## config.mk

```make
export PLATFORM = sky130hd
export DESIGN_NAME = polyphonic_voice_allocator
export DESIGN_NICKNAME = d
export VERILOG_FILES = /design/src/rtl/pva_pkg.sv /design/src/rtl/polyphonic_voice_allocator.sv /design/src/rtl/pva_front.sv /design/src/rtl/pva_cmd_queue.sv /design/src/rtl/pva_back.sv
export SDC_FILE = /design/constraint.sdc
export NUM_CORES = 2
export LEC_CHECK = 0
export BUFFER_PORTS_ARGS = -buffer_cell sky130_fd_sc_hd__buf_2
export CAP_MARGIN = 10
export CORE_MARGIN = 5
export CORE_UTILIZATION = 35
export CTS_CLUSTER_DIAMETER = 150
export DETAILED_ROUTE_END_ITERATION = 10
export PLACE_DENSITY = 0.5
export SYNTH_ARGS = -nofsm -noshare
export SYNTH_HDL_FRONTEND = slang
export SYNTH_HIERARCHICAL = 1
export SYNTH_SLANG_ARGS = --single-unit
export TNS_END_PERCENT = 5
```

## constraint.sdc

```tcl
create_clock -name clk -period 5.4 [get_ports clk]
set_clock_uncertainty 0.2 [all_clocks]
set_input_delay 0.54 -clock clk [delete_from_list [all_inputs] [get_ports clk]]
set_output_delay 0.54 -clock clk [all_outputs]
set_load 0.03 [all_outputs]
```

## src/rtl/pva_pkg.sv

```systemverilog
// shared types, constants and lookup tables of the voice allocator
`default_nettype none

package pva_pkg;

    // field widths
    localparam int VOICE_W = 6;
    localparam int NOTE_W  = 7;
    localparam int VEL_W   = 7;
    localparam int FREQ_W  = 30;
    localparam int GAIN_W  = 16;

    // default voice count
    localparam int VOICES_DEF = 64;

    // event kinds
    localparam logic ACT_NOTE_ON  = 1'b0;
    localparam logic ACT_NOTE_OFF = 1'b1;

    // command word between front and back
    typedef struct packed {
        logic              action;
        logic [NOTE_W-1:0] note;
        logic [FREQ_W-1:0] freq;
        logic [GAIN_W-1:0] gain;
    } pva_cmd_t;

    typedef logic [FREQ_W-1:0] freq_rom_t [128];
    typedef logic [GAIN_W-1:0] gain_rom_t [128];
    typedef logic [63:0]       base_rom_t [12];

    // frequency of keys 69..80 in units of 2^-24 Hz
    localparam base_rom_t BASE_Q24 = '{
        64'd7381975040,  64'd7820930118,  64'd8285986824,  64'd8778697240,
        64'd9300705743,  64'd9853754486,  64'd10439689219, 64'd11060465444,
        64'd11718154944, 64'd12414952697, 64'd13153184201, 64'd13935313234
    };

    // key frequency in Q14.16, octave shift of the base table with rounding
    function automatic freq_rom_t make_freq_rom();
        freq_rom_t   rom;
        int unsigned m;
        int unsigned k;
        int unsigned s;
        logic [63:0] v;
        for (int n = 0; n < 128; n++)
        begin
            m = n + 3;
            k = m % 12;
            s = 14 - m / 12;
            v = (BASE_Q24[k[3:0]] + (64'd1 << (s - 1))) >> s;
            rom[n[6:0]] = v[FREQ_W-1:0];
        end
        return rom;
    endfunction

    // velocity gain in Q1.15, rounded
    function automatic gain_rom_t make_gain_rom();
        gain_rom_t   rom;
        int unsigned g;
        for (int i = 0; i < 128; i++)
        begin
            g = (i * 32768 + 63) / 127;
            rom[i[6:0]] = g[GAIN_W-1:0];
        end
        return rom;
    endfunction

    localparam freq_rom_t FREQ_ROM = make_freq_rom();
    localparam gain_rom_t GAIN_ROM = make_gain_rom();

endpackage

`default_nettype wire

```

## src/rtl/polyphonic_voice_allocator.sv

```systemverilog
// polyphonic voice allocator: MIDI note events in, voice start and release words out
//
// Input channel (in_valid/in_ready) takes one event word: action, note, velocity.
// Output channel (out_valid/out_ready) gives voice start or release words; last
// marks the final word of an event. A note-on with velocity gives one start word
// (voice, gate 1, freq_q16, gain_q15) when a free voice exists, else nothing; a
// zero velocity note-on gives nothing. A note-off gives one release word per
// voice holding that note, in voice index order, or nothing.
// An input stage and a two-word command queue sit in front of the voice engine,
// so new events are taken while the engine works or a result waits.
// An accepted note-on reaches its start word through the input stage register, a
// queue entry, the free list read and the result register. A note-off occupies the
// engine for the scan of the voice note memory, one entry per cycle through its
// single read port unless a match waits on a full result register.
// When the receiver stalls, the result register holds and the engine waits.
// Reset: all voices free in index order, none sounding; ready right after reset,
// with no clearing pass.
`default_nettype none

module polyphonic_voice_allocator
#(
    parameter int VOICES = pva_pkg::VOICES_DEF
)
(
    input  wire logic                        clk,
    input  wire logic                        rst_n,
    input  wire logic                        in_valid,
    output logic                             in_ready,
    input  wire logic                        action,
    input  wire logic [pva_pkg::NOTE_W-1:0]  note,
    input  wire logic [pva_pkg::VEL_W-1:0]   velocity,
    output logic                             out_valid,
    input  wire logic                        out_ready,
    output logic [pva_pkg::VOICE_W-1:0]      voice,
    output logic                             gate,
    output logic [pva_pkg::FREQ_W-1:0]       freq_q16,
    output logic [pva_pkg::GAIN_W-1:0]       gain_q15,
    output logic                             last
);
    import pva_pkg::*;

    pva_cmd_t front_cmd;
    logic     front_valid;
    logic     front_ready;
    pva_cmd_t queue_cmd;
    logic     queue_valid;
    logic     queue_ready;

    // input stage
    pva_front u_front
    (
        .clk       (clk),
        .rst_n     (rst_n),
        .in_valid  (in_valid),
        .in_ready  (in_ready),
        .action    (action),
        .note      (note),
        .velocity  (velocity),
        .cmd_valid (front_valid),
        .cmd_ready (front_ready),
        .cmd       (front_cmd)
    );

    // command queue
    pva_cmd_queue u_queue
    (
        .clk      (clk),
        .rst_n    (rst_n),
        .wr_valid (front_valid),
        .wr_ready (front_ready),
        .wr_cmd   (front_cmd),
        .rd_valid (queue_valid),
        .rd_ready (queue_ready),
        .rd_cmd   (queue_cmd)
    );

    // voice engine
    pva_back #(
        .VOICES (VOICES)
    ) u_back
    (
        .clk       (clk),
        .rst_n     (rst_n),
        .cmd_valid (queue_valid),
        .cmd_ready (queue_ready),
        .cmd       (queue_cmd),
        .out_valid (out_valid),
        .out_ready (out_ready),
        .voice     (voice),
        .gate      (gate),
        .freq_q16  (freq_q16),
        .gain_q15  (gain_q15),
        .last      (last)
    );

endmodule

`default_nettype wire

```

## src/rtl/pva_front.sv

```systemverilog
// input stage: takes event words, drops silent note-ons, looks up freq and gain
`default_nettype none

module pva_front
(
    input  wire logic                      clk,
    input  wire logic                      rst_n,
    input  wire logic                      in_valid,
    output logic                           in_ready,
    input  wire logic                      action,
    input  wire logic [pva_pkg::NOTE_W-1:0] note,
    input  wire logic [pva_pkg::VEL_W-1:0]  velocity,
    output logic                           cmd_valid,
    input  wire logic                      cmd_ready,
    output pva_pkg::pva_cmd_t              cmd
);
    import pva_pkg::*;

    logic     hold_vld_reg;
    logic     hold_vld_next;
    pva_cmd_t hold_reg;
    pva_cmd_t hold_next;
    logic     accept;
    logic     keep;

    // stage frees up when its word moves on
    assign in_ready  = !hold_vld_reg || cmd_ready;
    assign accept    = in_valid && in_ready;
    assign cmd_valid = hold_vld_reg;
    assign cmd       = hold_reg;

    // zero velocity note-on causes nothing
    assign keep = (action == ACT_NOTE_OFF) || (velocity != '0);

    always_comb
    begin
        hold_vld_next = hold_vld_reg && !cmd_ready;
        hold_next     = hold_reg;
        if (accept)
        begin
            hold_vld_next    = keep;
            hold_next.action = action;
            hold_next.note   = note;
            hold_next.freq   = FREQ_ROM[note];
            hold_next.gain   = GAIN_ROM[velocity];
        end
    end

    always_ff @(posedge clk or negedge rst_n)
    begin
        if (!rst_n)
        begin
            hold_vld_reg <= 1'b0;
        end
        else
        begin
            hold_vld_reg <= hold_vld_next;
        end
    end

    always_ff @(posedge clk)
    begin
        hold_reg <= hold_next;
    end

endmodule

`default_nettype wire

```

## src/rtl/pva_cmd_queue.sv

```systemverilog
// two-entry command queue between the input stage and the voice engine
`default_nettype none

module pva_cmd_queue
(
    input  wire logic              clk,
    input  wire logic              rst_n,
    input  wire logic              wr_valid,
    output logic                   wr_ready,
    input  pva_pkg::pva_cmd_t      wr_cmd,
    output logic                   rd_valid,
    input  wire logic              rd_ready,
    output pva_pkg::pva_cmd_t      rd_cmd
);
    import pva_pkg::*;

    pva_cmd_t   entry_reg [2];
    logic       wr_ptr_reg;
    logic       wr_ptr_next;
    logic       rd_ptr_reg;
    logic       rd_ptr_next;
    logic [1:0] count_reg;
    logic [1:0] count_next;
    logic       push;
    logic       pop;

    assign wr_ready = (count_reg != 2'd2);
    assign rd_valid = (count_reg != 2'd0);
    assign rd_cmd   = entry_reg[rd_ptr_reg];
    assign push     = wr_valid && wr_ready;
    assign pop      = rd_valid && rd_ready;

    // pointer and fill update
    always_comb
    begin
        wr_ptr_next = push ? !wr_ptr_reg : wr_ptr_reg;
        rd_ptr_next = pop ? !rd_ptr_reg : rd_ptr_reg;
        count_next  = count_reg;
        if (push && !pop)
        begin
            count_next = count_reg + 2'd1;
        end
        else if (pop && !push)
        begin
            count_next = count_reg - 2'd1;
        end
    end

    always_ff @(posedge clk or negedge rst_n)
    begin
        if (!rst_n)
        begin
            wr_ptr_reg <= 1'b0;
            rd_ptr_reg <= 1'b0;
            count_reg  <= 2'd0;
        end
        else
        begin
            wr_ptr_reg <= wr_ptr_next;
            rd_ptr_reg <= rd_ptr_next;
            count_reg  <= count_next;
        end
    end

    // entry storage
    always_ff @(posedge clk)
    begin
        if (push)
        begin
            entry_reg[wr_ptr_reg] <= wr_cmd;
        end
    end

endmodule

`default_nettype wire

```

## src/rtl/pva_back.sv

```systemverilog
// voice engine: free list, voice note table, note-off scan and result register
`default_nettype none

module pva_back
#(
    parameter int VOICES = pva_pkg::VOICES_DEF
)
(
    input  wire logic                        clk,
    input  wire logic                        rst_n,
    input  wire logic                        cmd_valid,
    output logic                             cmd_ready,
    input  pva_pkg::pva_cmd_t                cmd,
    output logic                             out_valid,
    input  wire logic                        out_ready,
    output logic [pva_pkg::VOICE_W-1:0]      voice,
    output logic                             gate,
    output logic [pva_pkg::FREQ_W-1:0]       freq_q16,
    output logic [pva_pkg::GAIN_W-1:0]       gain_q15,
    output logic                             last
);
    import pva_pkg::*;

    localparam int IDX_W = (VOICES > 1) ? $clog2(VOICES) : 1;
    localparam int CNT_W = $clog2(VOICES + 1);
    localparam logic [IDX_W-1:0] LAST_IDX  = IDX_W'(VOICES - 1);
    localparam logic [CNT_W-1:0] FULL_CNT  = CNT_W'(VOICES);

    typedef enum logic [1:0] {
        ST_IDLE,
        ST_ON_EMIT,
        ST_OFF_SCAN,
        ST_OFF_FLUSH
    } state_t;

    // memories
    logic [IDX_W-1:0]  fifo_mem [VOICES];
    logic [NOTE_W-1:0] note_mem [VOICES];
    logic [IDX_W-1:0]  fifo_q_reg;
    logic [NOTE_W-1:0] note_q_reg;

    // control state
    state_t            state_reg, state_next;
    logic [IDX_W-1:0]  head_reg, head_next;
    logic [IDX_W-1:0]  tail_reg, tail_next;
    logic              wrap_reg, wrap_next;
    logic [CNT_W-1:0]  count_reg, count_next;
    logic [VOICES-1:0] valid_reg, valid_next;
    logic [IDX_W-1:0]  rd_idx_reg, rd_idx_next;
    logic              issued_reg, issued_next;
    logic              cmp_vld_reg, cmp_vld_next;
    logic [IDX_W-1:0]  cmp_idx_reg, cmp_idx_next;
    logic              pend_vld_reg, pend_vld_next;
    logic [IDX_W-1:0]  pend_idx_reg, pend_idx_next;

    // result register
    logic               out_valid_reg, out_valid_next;
    logic [VOICE_W-1:0] voice_reg, voice_next;
    logic               gate_reg, gate_next;
    logic [FREQ_W-1:0]  freq_reg, freq_next;
    logic [GAIN_W-1:0]  gain_reg, gain_next;
    logic               last_reg, last_next;

    // memory strobes
    logic              fifo_rd_en;
    logic              push_en;
    logic              note_wr_en;
    logic              note_rd_en;
    logic [IDX_W-1:0]  pop_voice;
    logic              slot_free;
    logic              hit;
    logic              stall;

    function automatic logic [IDX_W-1:0] idx_inc(input logic [IDX_W-1:0] x);
        return (x == LAST_IDX) ? '0 : x + 1'b1;
    endfunction

    assign slot_free = !out_valid_reg || out_ready;

    // free list slots never written stand for the voice equal to the slot
    assign pop_voice = (wrap_reg || (head_reg < tail_reg)) ? fifo_q_reg : head_reg;

    // compare stage of the note-off scan
    assign hit   = cmp_vld_reg && valid_reg[cmp_idx_reg] && (note_q_reg == cmd.note);
    assign stall = hit && pend_vld_reg && !slot_free;

    // next state and results
    always_comb
    begin
        state_next     = state_reg;
        head_next      = head_reg;
        tail_next      = tail_reg;
        wrap_next      = wrap_reg;
        count_next     = count_reg;
        valid_next     = valid_reg;
        rd_idx_next    = rd_idx_reg;
        issued_next    = issued_reg;
        cmp_vld_next   = cmp_vld_reg;
        cmp_idx_next   = cmp_idx_reg;
        pend_vld_next  = pend_vld_reg;
        pend_idx_next  = pend_idx_reg;
        out_valid_next = out_valid_reg && !out_ready;
        voice_next     = voice_reg;
        gate_next      = gate_reg;
        freq_next      = freq_reg;
        gain_next      = gain_reg;
        last_next      = last_reg;
        fifo_rd_en     = 1'b0;
        push_en        = 1'b0;
        note_wr_en     = 1'b0;
        note_rd_en     = 1'b0;
        cmd_ready      = 1'b0;

        unique case (state_reg)
            ST_IDLE:
            begin
                if (cmd_valid)
                begin
                    if (cmd.action == ACT_NOTE_ON)
                    begin
                        if (count_reg == '0)
                        begin
                            cmd_ready = 1'b1;
                        end
                        else
                        begin
                            fifo_rd_en = 1'b1;
                            state_next = ST_ON_EMIT;
                        end
                    end
                    else
                    begin
                        rd_idx_next   = '0;
                        issued_next   = 1'b0;
                        cmp_vld_next  = 1'b0;
                        pend_vld_next = 1'b0;
                        state_next    = ST_OFF_SCAN;
                    end
                end
            end

            ST_ON_EMIT:
            begin
                if (slot_free)
                begin
                    out_valid_next        = 1'b1;
                    voice_next            = VOICE_W'(pop_voice);
                    gate_next             = 1'b1;
                    freq_next             = cmd.freq;
                    gain_next             = cmd.gain;
                    last_next             = 1'b1;
                    valid_next[pop_voice] = 1'b1;
                    note_wr_en            = 1'b1;
                    head_next             = idx_inc(head_reg);
                    count_next            = count_reg - 1'b1;
                    cmd_ready             = 1'b1;
                    state_next            = ST_IDLE;
                end
            end

            ST_OFF_SCAN:
            begin
                if (!stall)
                begin
                    // release a matching voice, earlier match goes out as not last
                    if (hit)
                    begin
                        valid_next[cmp_idx_reg] = 1'b0;
                        if (count_reg < FULL_CNT)
                        begin
                            push_en    = 1'b1;
                            tail_next  = idx_inc(tail_reg);
                            count_next = count_reg + 1'b1;
                            if (tail_reg == LAST_IDX)
                            begin
                                wrap_next = 1'b1;
                            end
                        end
                        if (pend_vld_reg)
                        begin
                            out_valid_next = 1'b1;
                            voice_next     = VOICE_W'(pend_idx_reg);
                            gate_next      = 1'b0;
                            freq_next      = '0;
                            gain_next      = '0;
                            last_next      = 1'b0;
                        end
                        pend_vld_next = 1'b1;
                        pend_idx_next = cmp_idx_reg;
                    end
                    // table read stage
                    if (!issued_reg)
                    begin
                        note_rd_en   = 1'b1;
                        cmp_vld_next = 1'b1;
                        cmp_idx_next = rd_idx_reg;
                        rd_idx_next  = idx_inc(rd_idx_reg);
                        issued_next  = (rd_idx_reg == LAST_IDX);
                    end
                    else
                    begin
                        cmp_vld_next = 1'b0;
                        if (!cmp_vld_reg)
                        begin
                            state_next = ST_OFF_FLUSH;
                        end
                    end
                end
            end

            ST_OFF_FLUSH:
            begin
                if (!pend_vld_reg)
                begin
                    cmd_ready  = 1'b1;
                    state_next = ST_IDLE;
                end
                else if (slot_free)
                begin
                    out_valid_next = 1'b1;
                    voice_next     = VOICE_W'(pend_idx_reg);
                    gate_next      = 1'b0;
                    freq_next      = '0;
                    gain_next      = '0;
                    last_next      = 1'b1;
                    pend_vld_next  = 1'b0;
                    cmd_ready      = 1'b1;
                    state_next     = ST_IDLE;
                end
            end

            default:
            begin
                state_next = ST_IDLE;
            end
        endcase
    end

    // state and result registers
    always_ff @(posedge clk or negedge rst_n)
    begin
        if (!rst_n)
        begin
            state_reg     <= ST_IDLE;
            head_reg      <= '0;
            tail_reg      <= '0;
            wrap_reg      <= 1'b0;
            count_reg     <= FULL_CNT;
            valid_reg     <= '0;
            rd_idx_reg    <= '0;
            issued_reg    <= 1'b0;
            cmp_vld_reg   <= 1'b0;
            cmp_idx_reg   <= '0;
            pend_vld_reg  <= 1'b0;
            pend_idx_reg  <= '0;
            out_valid_reg <= 1'b0;
            voice_reg     <= '0;
            gate_reg      <= 1'b0;
            freq_reg      <= '0;
            gain_reg      <= '0;
            last_reg      <= 1'b0;
        end
        else
        begin
            state_reg     <= state_next;
            head_reg      <= head_next;
            tail_reg      <= tail_next;
            wrap_reg      <= wrap_next;
            count_reg     <= count_next;
            valid_reg     <= valid_next;
            rd_idx_reg    <= rd_idx_next;
            issued_reg    <= issued_next;
            cmp_vld_reg   <= cmp_vld_next;
            cmp_idx_reg   <= cmp_idx_next;
            pend_vld_reg  <= pend_vld_next;
            pend_idx_reg  <= pend_idx_next;
            out_valid_reg <= out_valid_next;
            voice_reg     <= voice_next;
            gate_reg      <= gate_next;
            freq_reg      <= freq_next;
            gain_reg      <= gain_next;
            last_reg      <= last_next;
        end
    end

    // free list memory
    always_ff @(posedge clk)
    begin
        if (push_en)
        begin
            fifo_mem[tail_reg] <= cmp_idx_reg;
        end
        if (fifo_rd_en)
        begin
            fifo_q_reg <= fifo_mem[head_reg];
        end
    end

    // voice note memory
    always_ff @(posedge clk)
    begin
        if (note_wr_en)
        begin
            note_mem[pop_voice] <= cmd.note;
        end
        if (note_rd_en)
        begin
            note_q_reg <= note_mem[rd_idx_reg];
        end
    end

    assign out_valid = out_valid_reg;
    assign voice     = voice_reg;
    assign gate      = gate_reg;
    assign freq_q16  = freq_reg;
    assign gain_q15  = gain_reg;
    assign last      = last_reg;

endmodule

`default_nettype wire
```

==> impl_metrics.prom <==
# TYPE chip_impl_metric gauge
chip_impl_info{name="outcome",value="complete, no violations"} 1
chip_impl_metric{name="post-synth-top-area-fraction",unit="%"} 59.4
chip_impl_metric{name="grt_pass1_wl",unit="um"} 201000
chip_impl_info{name="hold_path_class",value="in -> reg"} 1
chip_impl_metric{name="finish.net_count",unit=""} 3137
chip_impl_metric{name="vias_per_cell",unit=""} 5.62
chip_impl_metric{name="grt_antenna_before_repair",unit=""} 4
chip_impl_metric{name="htreeDepth",unit=""} 3
chip_impl_metric{name="final_instance_count_without_filler_cells",unit=""} 5090
chip_impl_metric{name="chipHeight",unit="um"} 391
chip_impl_info{name="ys.flop_type",value="edfxtp_1"} 1
chip_impl_metric{name="cts_sinks",unit=""} 1172
chip_impl_metric{name="grt-ovfl-total",unit=""} 0
chip_impl_metric{name="final_setup_violation_count",unit=""} 0
chip_impl_metric{name="drt_drc_violations_left",unit=""} 0
chip_impl_metric{name="worst-path-buf-inv",unit=""} 2
chip_impl_metric{name="syn-instance-count",unit=""} 3030
chip_impl_metric{name="period_minus_slack",unit="ns"} 4.41
chip_impl_info{name="clockRootBuffer",value="clkbuf_16"} 1
chip_impl_metric{name="clock_latency",unit="ns"} 0.73
chip_impl_metric{name="total_die_area",unit="um2"} 153000
chip_impl_metric{name="vias",unit=""} 28600
chip_impl_metric{name="synth_seq_area_share",unit="%"} 67.7
chip_impl_metric{name="power.leakage",unit="uW"} 0.0189
chip_impl_metric{name="global_route.usage.total",unit="%"} 17.4
chip_impl_metric{name="number_of_synthesis_warnings",unit=""} 6
chip_impl_metric{name="final_layout_size_suffix_gt1_share",unit="%"} 23.9
chip_impl_metric{name="dr.pass1.iters",unit=""} 6
chip_impl_info{name="startpoint_type",value="register"} 1
chip_impl_metric{name="post_cts_buffers",unit=""} 0
chip_impl_info{name="synth_top_area_cell",value="edfxtp_1"} 1
chip_impl_metric{name="post_synth_cell_types",unit=""} 92
chip_impl_metric{name="post_synth_instance_area",unit="um2"} 50800
chip_impl_metric{name="flop2flop_setup_slack",unit="ns"} 0.99
chip_impl_metric{name="core-area",unit="um2"} 144000
chip_impl_metric{name="largest_reg_flops",unit=""} 448
chip_impl_metric{name="grt_start_max_net_pins",unit=""} 92
chip_impl_metric{name="drv.max_cap_violation_count",unit=""} 0
chip_impl_info{name="crit_path_end_kind",value="register"} 1
chip_impl_info{name="cp_cell_instances",value="inv_1 -> a311o_1 -> a32o_1 -> a211o_1 -> or4_1 -> nand2_1 -> buf_4 -> or4_1 -> nor2_1"} 1
chip_impl_metric{name="report.final.hold_viol_count",unit=""} 0
chip_impl_metric{name="synth_enable_flop_cells",unit=""} 1005
chip_impl_metric{name="total_power_density_per_cell_area",unit="nW/um2"} 382
chip_impl_metric{name="cts.hold.buffers_added",unit=""} 13
chip_impl_metric{name="floorplan.io_pins",unit=""} 75
chip_impl_metric{name="antenna_violating_nets_post_route",unit=""} 0
chip_impl_metric{name="timing.fmax",unit="MHz"} 227
chip_impl_info{name="timing.critical_path.mode_cell",value="or4_1"} 1
chip_impl_metric{name="placement.io_buffers",unit=""} 74
chip_impl_metric{name="synth.avg_cell_area",unit="um2"} 16.8
chip_impl_info{name="critPathSlowestCell",value="dfrtp_4"} 1
chip_impl_metric{name="placement_rows",unit=""} 139
chip_impl_metric{name="half_perimeter_wire_length_of_the_detailed_placement_result",unit="um"} 85000
chip_impl_metric{name="fillers",unit=""} 12900
chip_impl_metric{name="ir_worst_vdd",unit="mV"} 0.271
chip_impl_metric{name="routed_wl",unit="um"} 135000
chip_impl_metric{name="dp_cells",unit=""} 4848
chip_impl_info{name="synthTopCellsByArea",value="edfxtp_1 (59%), mux4_2 (13%), dfrtp_1 (8.2%), nor2_1 (1.6%), mux2_4 (1.4%)"} 1
chip_impl_metric{name="cts.path.max_buffers",unit=""} 3
chip_impl_info{name="rsz0062_at_grt",value="no"} 1
chip_impl_metric{name="layout-area-overhead-vs-synth",unit="%"} 13.1
chip_impl_metric{name="gpl.final_weighted_congestion",unit=""} 0.918
chip_impl_metric{name="tightestPinTransition",unit="ns"} 1.29
chip_impl_metric{name="initial_utilization",unit="%"} 35.3
chip_impl_metric{name="first_global_vias",unit=""} 29200
chip_impl_info{name="criticalPathCategory",value="reg -> reg"} 1
chip_impl_metric{name="timing.final.crit_share",unit="%"} 81.6
chip_impl_metric{name="worstPathArrival",unit="ns"} 4.59
chip_impl_metric{name="postCtsResizedCells",unit=""} 0
chip_impl_metric{name="syn-num-nets",unit=""} 3087
chip_impl_metric{name="die-width",unit="um"} 391
chip_impl_info{name="cts_tree",value="yes"} 1
chip_impl_metric{name="worst_slew_margin_rel",unit="%"} 13.8
chip_impl_metric{name="clock_pin_slew_on_the_worst_setup_and_hold_paths",unit="ns"} 0.06
chip_impl_metric{name="timing_max_transition_violations_final",unit=""} 0
chip_impl_metric{name="critPathRequiredTime",unit="ns"} 5.59
chip_impl_metric{name="slowest_delay",unit="ns"} 0.78
chip_impl_metric{name="ys_async_rst_share",unit="%"} 14.2
chip_impl_metric{name="placement.setup.worst_slack",unit="ns"} 1.01
chip_impl_metric{name="dr_wl_cell",unit="um"} 26.5
chip_impl_metric{name="layout_setup_ws",unit="ns"} 0.994
chip_impl_metric{name="cts_made_buffers",unit=""} 120
chip_impl_info{name="gate_family_responsible_for_the_most_delay_along_the_worst_path",value="simple AND/OR/NAND/NOR gates"} 1
chip_impl_metric{name="worstPathMaxFanout",unit=""} 47
chip_impl_metric{name="final_design_area_no_fill",unit="um2"} 57400
chip_impl_metric{name="postSynthRegisterBits",unit=""} 1172
chip_impl_metric{name="dpl-instance-area",unit="um2"} 53100
chip_impl_metric{name="drt-initial-drc-count",unit=""} 3126
chip_impl_metric{name="tns",unit="ns"} 0
-- tightest hold or removal path, stage by stage --
cell and delay [ns]:
buf_2 0.09, nor2b_1 0.08, nor2_1 0.13, a41oi_1 0.13
-- layout make-up --
type	count	area [um2]	share of cell area, %
Inverter	39	146	0.255
Clock buffer	142	3140	5.46
Tap cell	1903	2380	4.15
Antenna cell	1	2.50	0.00436
Sequential cell	1172	34400	59.9
Multi-Input combinational cell	1586	15200	26.4
Timing Repair Buffer	161	1130	1.97
Clock inverter	86	1050	1.82
-- logic make-up after synthesis --
kind of cell | share of synthesized area [%]
AOI/OAI and AO/OA | 6.88
xor gates and xnor gates | 0.483
adders and majority gates | 0.951
buffers and inverters | 2.58
DFF | 67.7
muxes | 15.4
and+or+nand+nor | 6.03
-- through the flow --
| stage | total power, uW | hold slack, ns | utilization (%) |
|---|---|---|---|
| final | 22000 | 0.0873 | 39.9 |
| after global routing | 22800 | 0.120 | 39.9 |
| after CTS | 22200 | 0.0199 | 39.9 |
| after detailed placement | 13500 | 0.231 | 36.9 |
| after global placement | 13500 | 0.225 | 36.9 |
| after floorplan | 12600 | 0.0444 | - |
-- cells in the final DEF, fill, tap and decap left out, types with 17 or more instances in the layout --
| master | count |
|---|---|
| edfxtp_1 | 1005 |
| mux4_2 | 283 |
| nor2_1 | 209 |
| dfrtp_1 | 153 |
| clkbuf_16 | 120 |
| nand2_1 | 112 |
| o21ai_0 | 103 |
| nand3_1 | 97 |
| a21oi_1 | 74 |
| buf_2 | 71 |
| buf_4 | 71 |
| o2bb2ai_1 | 61 |
| a22o_1 | 50 |
| mux2_4 | 49 |
| nor3_1 | 38 |
| inv_1 | 37 |
| ha_1 | 37 |
| nor2b_1 | 34 |
| mux2i_1 | 33 |
| nand2b_1 | 33 |
| mux2_2 | 30 |
| clkinv_2 | 23 |
| a31oi_1 | 23 |
| xnor2_1 | 20 |
| bufinv_16 | 19 |
| a211oi_1 | 18 |
| clkbuf_1 | 17 |
-- synthesized netlist by cell type, types with 14 or more instances --
master     instances
a211oi_1          18
a21o_1            14
a21oi_1           75
a22o_1            50
a31oi_1           23
a41oi_1           15
buf_1             37
buf_2             57
clkbuf_1         113
dfrtp_1          166
edfxtp_1        1005
ha_1              37
inv_1             37
mux2_2            30
mux2_4            49
mux2i_1           33
mux4_2           283
nand2_1          112
nand2b_1          33
nand3_1           97
nor2_1           211
nor2b_1           34
nor3_1            38
o211ai_1          15
o21ai_0          103
o2bb2ai_1         61
or3_1             15
xnor2_1           20
-- worst paths after layout --
check	endpoint	from	depth (start not counted)
worst min-delay path	u_back/last$_DFFE_PN0P_	out_ready	4
min in group asynchronous	u_back/state_reg[0]$_DFFE_PN0P_	rst_n	2
worst max register to register	u_back/fifo_mem[32][1]$_DFFE_PP_	u_back/cmp_idx_reg[0]$_DFFE_PN0P_	9
max in group asynchronous	u_queue/rd_ptr_reg$_DFFE_PN0P_	rst_n	3
worst min register to register	u_queue/entry_reg[0][18]$_DFFE_PP_	u_front/cmd[18]$_DFFE_PP_	0
worst max-delay path	u_back/fifo_mem[32][1]$_DFFE_PP_	u_back/cmp_idx_reg[0]$_DFFE_PN0P_	9
-- where the power goes --
group | internal (uW) | switching, uW
logic | 911 | 1600
registers | 10600 | 197
clock network | 5080 | 3560
-- layer usage --
metal	up-vias	GRT usage, %	routed length (um)
met5	-	0	0
met4	0	4.59	2980
met3	201	2.64	8410
met2	1120	28.1	64000
met1	15100	24.9	59500
li1	12200	-	-
Note: power is estimated with default switching activity, not from simulation.
